--- src/hw/rtl/lrd_pkg.sv ---
// ----------------------------------------------------------------------------
// lrd_pkg: shared types and codes of the lockset race detector
// Event kinds, phases, status codes, controller states and the command and
// status groups between the controller and the datapath.
// ----------------------------------------------------------------------------
`default_nettype none
package lrd_pkg;

  localparam logic [2:0] KIND_START   = 3'd0;
  localparam logic [2:0] KIND_READ    = 3'd1;
  localparam logic [2:0] KIND_WRITE   = 3'd2;
  localparam logic [2:0] KIND_ACQUIRE = 3'd3;
  localparam logic [2:0] KIND_RELEASE = 3'd4;

  localparam logic [1:0] PH_EXCL     = 2'd0;
  localparam logic [1:0] PH_SHARED   = 2'd1;
  localparam logic [1:0] PH_SHMOD    = 2'd2;
  localparam logic [1:0] PH_REPORTED = 2'd3;

  localparam logic [1:0] ST_OK      = 2'd0;
  localparam logic [1:0] ST_NOSTART = 2'd1;
  localparam logic [1:0] ST_FULL    = 2'd2;

  typedef enum logic [2:0] {
    S_IDLE,
    S_EXEC,
    S_SCAN,
    S_UPDATE,
    S_DONE
  } state_t;

  typedef struct packed {
    logic load;
    logic exec;
    logic scan_start;
    logic scan_run;
    logic update;
    logic push;
  } cmd_t;

  typedef struct packed {
    logic need_scan;
    logic scan_done;
    logic out_free;
  } stat_t;

endpackage
`default_nettype wire

--- src/hw/rtl/lrd_ctrl.sv ---
// ----------------------------------------------------------------------------
// lrd_ctrl: sequencer of the lockset race detector
// Steps one event word through decode, table scan and entry update (reads and writes only) and output.
// ----------------------------------------------------------------------------
`default_nettype none
module lrd_ctrl (
  input  wire            clk,
  input  wire            rst,
  input  wire            in_tvalid,
  output logic           in_tready,
  input  lrd_pkg::stat_t stat,
  output lrd_pkg::cmd_t  cmd
);

  lrd_pkg::state_t state, state_next;

  always_ff @(posedge clk) begin
    if (rst) begin
      state <= lrd_pkg::S_IDLE;
    end else begin
      state <= state_next;
    end
  end

  always_comb begin
    state_next = state;
    case (state)
      lrd_pkg::S_IDLE: begin
        if (in_tvalid) state_next = lrd_pkg::S_EXEC;
      end
      lrd_pkg::S_EXEC: begin
        state_next = stat.need_scan ? lrd_pkg::S_SCAN : lrd_pkg::S_DONE;
      end
      lrd_pkg::S_SCAN: begin
        if (stat.scan_done) state_next = lrd_pkg::S_UPDATE;
      end
      lrd_pkg::S_UPDATE: begin
        state_next = lrd_pkg::S_DONE;
      end
      lrd_pkg::S_DONE: begin
        if (stat.out_free) state_next = lrd_pkg::S_IDLE;
      end
      default: state_next = lrd_pkg::S_IDLE;
    endcase
  end

  always_comb begin
    cmd       = '0;
    in_tready = 1'b0;
    case (state)
      lrd_pkg::S_IDLE: begin
        in_tready = 1'b1;
        cmd.load  = in_tvalid;
      end
      lrd_pkg::S_EXEC: begin
        cmd.exec       = 1'b1;
        cmd.scan_start = stat.need_scan;
      end
      lrd_pkg::S_SCAN:   cmd.scan_run = 1'b1;
      lrd_pkg::S_UPDATE: cmd.update   = 1'b1;
      lrd_pkg::S_DONE:   cmd.push     = stat.out_free;
      default: cmd = '0;
    endcase
  end

endmodule
`default_nettype wire

--- config.mk ---
export PLATFORM = sky130hd
export DESIGN_NAME = lrd_ctrl
export DESIGN_NICKNAME = d
export VERILOG_FILES = /design/src/hw/rtl/lrd_pkg.sv /design/src/hw/rtl/lrd_ctrl.sv
export SDC_FILE = /design/constraint.sdc
export NUM_CORES = 1
export LEC_CHECK = 0
export BUFFER_PORTS_ARGS = -buffer_cell sky130_fd_sc_hd__buf_2
export CAP_MARGIN = 40
export CORE_AREA = 8 8 45 47
export CTS_BUF_LIST = sky130_fd_sc_hd__clkbuf_16
export CTS_CLUSTER_DIAMETER = 60
export DETAILED_ROUTE_END_ITERATION = 8
export DIE_AREA = 0 0 53 55
export PLACE_DENSITY_LB_ADDON = 0.3
export SLEW_MARGIN = 10
export SYNTH_ARGS = -nofsm -noshare
export SYNTH_HDL_FRONTEND = slang
export SYNTH_SLANG_ARGS = --single-unit
--- constraint.sdc ---
create_clock -name clk -period 1.8 [get_ports clk]
set_input_delay 0.36 -clock clk [delete_from_list [all_inputs] [get_ports clk]]
set_output_delay 0.36 -clock clk [all_outputs]
set_load 0.01 [all_outputs]
==> out/qor.yml, run 1 <==
gp_congestion: 0.598
startpoint_type: "register"
insertion_delay_ns: 0.22
synth.top_cell.area_share_pct: 27.4
clkPwrFrac_pct: 70.5
drv_slew: 0
hold_viol_final: 0
track_usage_pct: 4.42
ys_seq_area_share_pct: 27.4
swShare_pct: 20.6
cp_slowest_stage_delay_ns: 0.49
p_leak_nw: 0.181
cts_setup_buffers: 0
tightest_slew_ns: 0.318
slew_headroom_pct: 78.8
overflow: 0
area_delta_synth_final_pct: 65.7
drt-initial-drc-count: 1
wl_per_cell_um: 10.1
ant_nets: 0
vdd_drop_max_v: 0.000436
wl_um: 558
cts_made_buffers: 3
p_seq_share_pct: 17.5
cp_max_fo: 8
utilization_pct: 26.2
syn-num-nets: 31
ff2ff_setup_slack_ns: 0.65
clock-skew-final_ns: 0.00107
use_met1_pct: 3.34
cts_resized: 0
vias: 219
setup_viol: 0
period_share_pct: 84.5
dieArea_sq_um: 2920
ys_types: 18
maxCapViolations: 0
grt_max_degree: 10
final_cells: 55
ys_warn_count: 0
fillCellCount: 153
crit_arrival_ns: 1.16
core_area_sq_um: 1380
switchingPower_uw: 101
hold_class: "in -> reg"
rsz0062_at_grt: "no"
rr_worst_depth: 3
viasPerCell: 3.98
layout-drive-gt1-share_pct: 48.7
h-tree-depth: 1
place_hpwl_um: 467
synth-seq-cells: 3
clk_pin_slew_ns: 0.03
use_met2_pct: 8.98
largest-register: "state"
outcome: "complete, no violations"
holdPathStages: 2
cts_sinks: 3
p_int_uw: 391
num_rows: 14
fmax_ghz: 0.657
place.detailed.instances: 51
power_density_nw_per_um2: 1360
nNetsFinal: 46
num_antenna_cells: 0
ctsHoldBuffers: 0
combPwrFrac_pct: 12.1
cts-root-buf: "clkbuf_16"
synthCells: 25
drc_errors: 0
tns_ns: 0
antenna_found_initial: 0
grtUsageMet3_pct: 1.87
grt_pass1_wl_um: 945
min_period_ns: 1.52
ys_dominant_reg_cell: "dfxtp_1"
worstSetupEndpointType: "output port"
die_h_um: 55
largest_register_ffs: 3
crit_slowest_cell: "dfxtp_1"
top_regs: "state (3)"
async_flop_share_pct: 0
cts_tree: "yes"
start_util_pct: 15.8
avgSynthCellArea_sq_um: 8.76
crit_type: "reg -> out"
synth_edf_count: 0
pin_count: 13
synth_most_common_cell: "dfxtp_1"
yosysTopAreaCell: "dfxtp_1"
die-width_um: 53
cts_buffer_depth: 2
firstDrtPassIters: 2
top_usage_layer: "met2"
synthTopCellsByArea: "dfxtp_1 (27%), nor3b_4 (8.6%), buf_4 (6.9%), and2_1 (5.7%), nand2b_1 (5.7%)"
synthesis.area_sq_um: 219
port_buffers: 12
path_cells: "inv_1, and3_2, buf_2"
grt_pass1_vias: 226
cp.required_ns: 1.44
## cells by family (layout without fill, tap and decap cells)
group | after synthesis | in the layout | synth area share [%]
buf+inv | 3 | 17 | 8.57
flops | 3 | 3 | 27.4
compound gates | 3 | 3 | 11.4
mux | 1 | 1 | 4.57
simple gates | 15 | 15 | 48.0
## cell usage in the layout, fill, tap and decap left out, drive strengths merged
cell type	netlist	layout
dfxtp	3	3
nor2	2	2
inv	1	2
mux2i	1	1
o21ba	1	1
a221oi	1	1
nand2b	2	2
nand2	1	1
and3	1	1
clkbuf	0	3
nor3	2	2
a31oi	1	1
nand3	1	1
buf	2	12
nor4	1	1
and2	3	3
nor3b	2	2
## worst max-delay path: cells and delay by family, from the launching register on
family                 cells  cell delay, ns
buffers and inverters      2            0.23
flip-flops                 1            0.49
AND/OR/NAND/NOR            1            0.21
## final timing paths
path / from / end
setup / recovery: state[2] / cmd[1]
hold / removal: rst / state[0]
setup reg to reg: state[1] / state[2]
hold reg to reg: state[0] / state[0]
## power by group through the flow
stage / registers, mW / logic, mW / clock network (mW)
6_report: 0.0860 / 0.0595 / 0.347
5_1_grt: 0.0877 / 0.0676 / 0.361
4_1_cts: 0.0864 / 0.0615 / 0.352
3_5_place_dp: 0.0876 / 0.0610 / 0
3_3_place_gp: 0.0876 / 0.0609 / 0
2_1_floorplan: 0.0772 / 0.0501 / 0
## per-stage QoR
step	area, sq um	setup slack, ns	power [mW]	hold WS, ns
after floorplan	219	0.446	0.127	0.437
after global placement	284	0.497	0.149	0.558
after detailed placement	284	0.488	0.149	0.564
after CTS	363	0.262	0.500	0.334
after global routing	363	0.159	0.516	0.339
final	363	0.279	0.493	0.330
## final cells by class
| type | instances | area, sq um | share of cell area, % |
|---|---|---|---|
| inverters | 1 | 3.75 | 1.03 |
| well taps | 16 | 20.0 | 5.52 |
| clock inverters | 1 | 3.75 | 1.03 |
| multi-input cells | 19 | 140 | 38.6 |
| repair buffers | 12 | 60.1 | 16.6 |
| clock buffers | 3 | 75.1 | 20.7 |
| flip-flops and latches | 3 | 60.1 | 16.6 |
## layer usage
layer	part of all wire, %	vias to the layer above	routed length (um)
li1	-	114	-
met1	31	101	174
met2	64	4	356
met3	4.8	0	27
met4	0	0	0
met5	0	-	0
(Power assumes the default switching activity.)
==> run 2: changes to the inputs <==
==> constraint.sdc (replaced) <==
create_clock -name clk -period 1.45 [get_ports clk]
set_input_delay 0.29 -clock clk [delete_from_list [all_inputs] [get_ports clk]]
set_output_delay 0.29 -clock clk [all_outputs]
set_load 0.01 [all_outputs]
==> run 2 against run 1 <==
Total power rose by 25%. Core utilization rose by 0.63 points. Die area did not move. Final cell count did not move. Setup slack got worse by 0.20 ns. Critical endpoint is now cmd[3]. Largest power group unchanged.
==> out/qor.yml, run 2 (same netlist as run 1, synthesis figures left out) <==
start_util_pct: 15.8  # unchanged
tns_ns: 0  # unchanged
grt_pass1_wl_um: 959  # +1.5%
layout_commonest_cell: "buf_2"
path_cells: "nor3b_4, and2_4, buf_2"
num_rows: 14  # unchanged
core_area_sq_um: 1380  # unchanged
h-tree-depth: 1  # unchanged
place_hpwl_um: 467  # unchanged
layout-drive-gt1-share_pct: 59.0  # +10 points
firstDrtPassIters: 2  # unchanged
rsz0062_at_grt: "no"
utilization_pct: 26.9  # +0.63 points
grt_pass1_vias: 229  # +1.3%
dpl_worst_slack_ns: 0.208  # -0.280 ns
fin_ws_ns: 0.0738  # -0.205 ns
wl_um: 558  # unchanged
p_leak_nw: 0.183  # +1.4%
drc_errors: 0  # unchanged
nNetsFinal: 46  # unchanged
min_period_ns: 1.38
crit_slowest_cell: "dfxtp_2"
cp_max_fo: 8  # unchanged
clk_pin_slew_ns: 0.03  # about the same
area_delta_synth_final_pct: 69.7
cts_buffer_depth: 2  # unchanged
power_density_nw_per_um2: 1660  # +22%
hold_class: "in -> reg"
slew_headroom_pct: 84.4  # +5.6 points
endpoint: "cmd[3]"
hold_viol_final: 0  # unchanged
antenna_found_initial: 0  # unchanged
crit_arrival_ns: 1.09  # -0.07 ns
layout_common_cells: "buf_2 (12), clkbuf_16 (3), dfxtp_2 (3)"
vias: 220  # +0.46%
dieArea_sq_um: 2920  # unchanged
largest_register_ffs: 3  # unchanged
track_usage_pct: 4.48  # +0.055 points
ant_nets: 0  # unchanged
pin_count: 13  # unchanged
period_share_pct: 94.9
reg2reg_to: "state[2]"
vdd_drop_max_v: 0.000540  # +24%
drv_slew: 0  # unchanged
viasPerCell: 4.00  # +0.46%
cp.required_ns: 1.16  # -0.28 ns
gp_congestion: 0.598  # unchanged
stdcell_area_sq_um: 372  # +2.4%
timing.rr.start: "state[1]"
tightest_slew_ns: 0.234  # -0.0837 ns
outcome: "complete, no violations"
cts_made_buffers: 3  # unchanged
largest-register: "state"
finalPower_uw: 615  # +25%
drt-initial-drc-count: 3  # +2
num_antenna_cells: 0  # unchanged
critPathLaunch: "state[0]"
grt_max_degree: 10  # unchanged
maxCapViolations: 0  # unchanged
overflow: 0  # unchanged
cts-root-buf: "clkbuf_16"
final_cells: 55  # unchanged
timing.hold.ws_ns: 0.254  # -0.0757 ns
crit_type: "reg -> out"
cp_slowest_stage_delay_ns: 0.38  # -0.11 ns
wl_per_cell_um: 10.1  # unchanged
port_buffers: 12  # unchanged
ff2ff_setup_slack_ns: 0.42  # -0.23 ns
insertion_delay_ns: 0.22  # about the same
startpoint_type: "register"
die_h_um: 55  # unchanged
rr_worst_depth: 3  # unchanged
die-width_um: 53  # unchanged
post_dp_cell_area_sq_um: 284  # unchanged
worstSetupEndpointType: "output port"
place.detailed.instances: 51  # unchanged
cts_tree: "yes"
clock-skew-final_ns: 0.000529  # -0.000538 ns
fmax_ghz: 0.727
setup_viol: 0  # unchanged
top_regs: "state (3)"
cts_sinks: 3  # unchanged
## run 2: cell counts in the layout (fill, tap and decap cells not counted)
Identical to the previous run, type by type.
## run 2: per-layer routing
layer  global-route usage [%]  routed length, um  vias to the layer above
met3                     1.87                 28                        0
met5                        0                  0                        -
met1                     3.49                175                      101
met4                     2.59                  0                        0
met2                     8.98                354                        4
li1                         -                  -                      115
## run 2: cell type report
cell class | count | area [sq um]
multi-input combinational | 19 | 145
clock inverter | 1 | 3.75
fill | 149 | 1010
inverter | 1 | 3.75
tap | 16 | 20.0
sequential | 3 | 63.8
timing repair buffer | 12 | 60.1
clock buffer | 3 | 75.1
## run 2: what timing repair did
| item | 4_1_cts | 5_1_grt |
|---|---|---|
| hold buffers | 0 | 0 |
| endpoints found under the setup margin | 3 | 2 |
| gates resized for setup | 2 | 2 |
| gates cloned | 0 | 0 |
| buffers inserted | 0 | 0 |
## run 2: where the power goes
group          total, mW  internal (mW)  switching [mW]
logic             0.0753         0.0409          0.0344
clock network      0.430          0.356          0.0746
registers          0.110         0.0922          0.0174
total              0.615          0.489           0.126
## run 2: critical path: cells and delay by family, from the launching register on
family / cells / cell delay (ns)
AND/OR/NAND/NOR: 2 / 0.36
flip-flops: 1 / 0.38
buffers and inverters: 1 / 0.12
## run 2: worst min-delay path by stage
stage | start | depth (start not counted) | slack (ns) | to
after floorplan | rst | 1 | 0.37 | state[0]
after global placement | rst | 2 | 0.49 | state[0]
after detailed placement | rst | 2 | 0.49 | state[0]
after CTS | rst | 2 | 0.26 | state[0]
after global routing | rst | 2 | 0.27 | state[0]
final | rst | 2 | 0.25 | state[0]
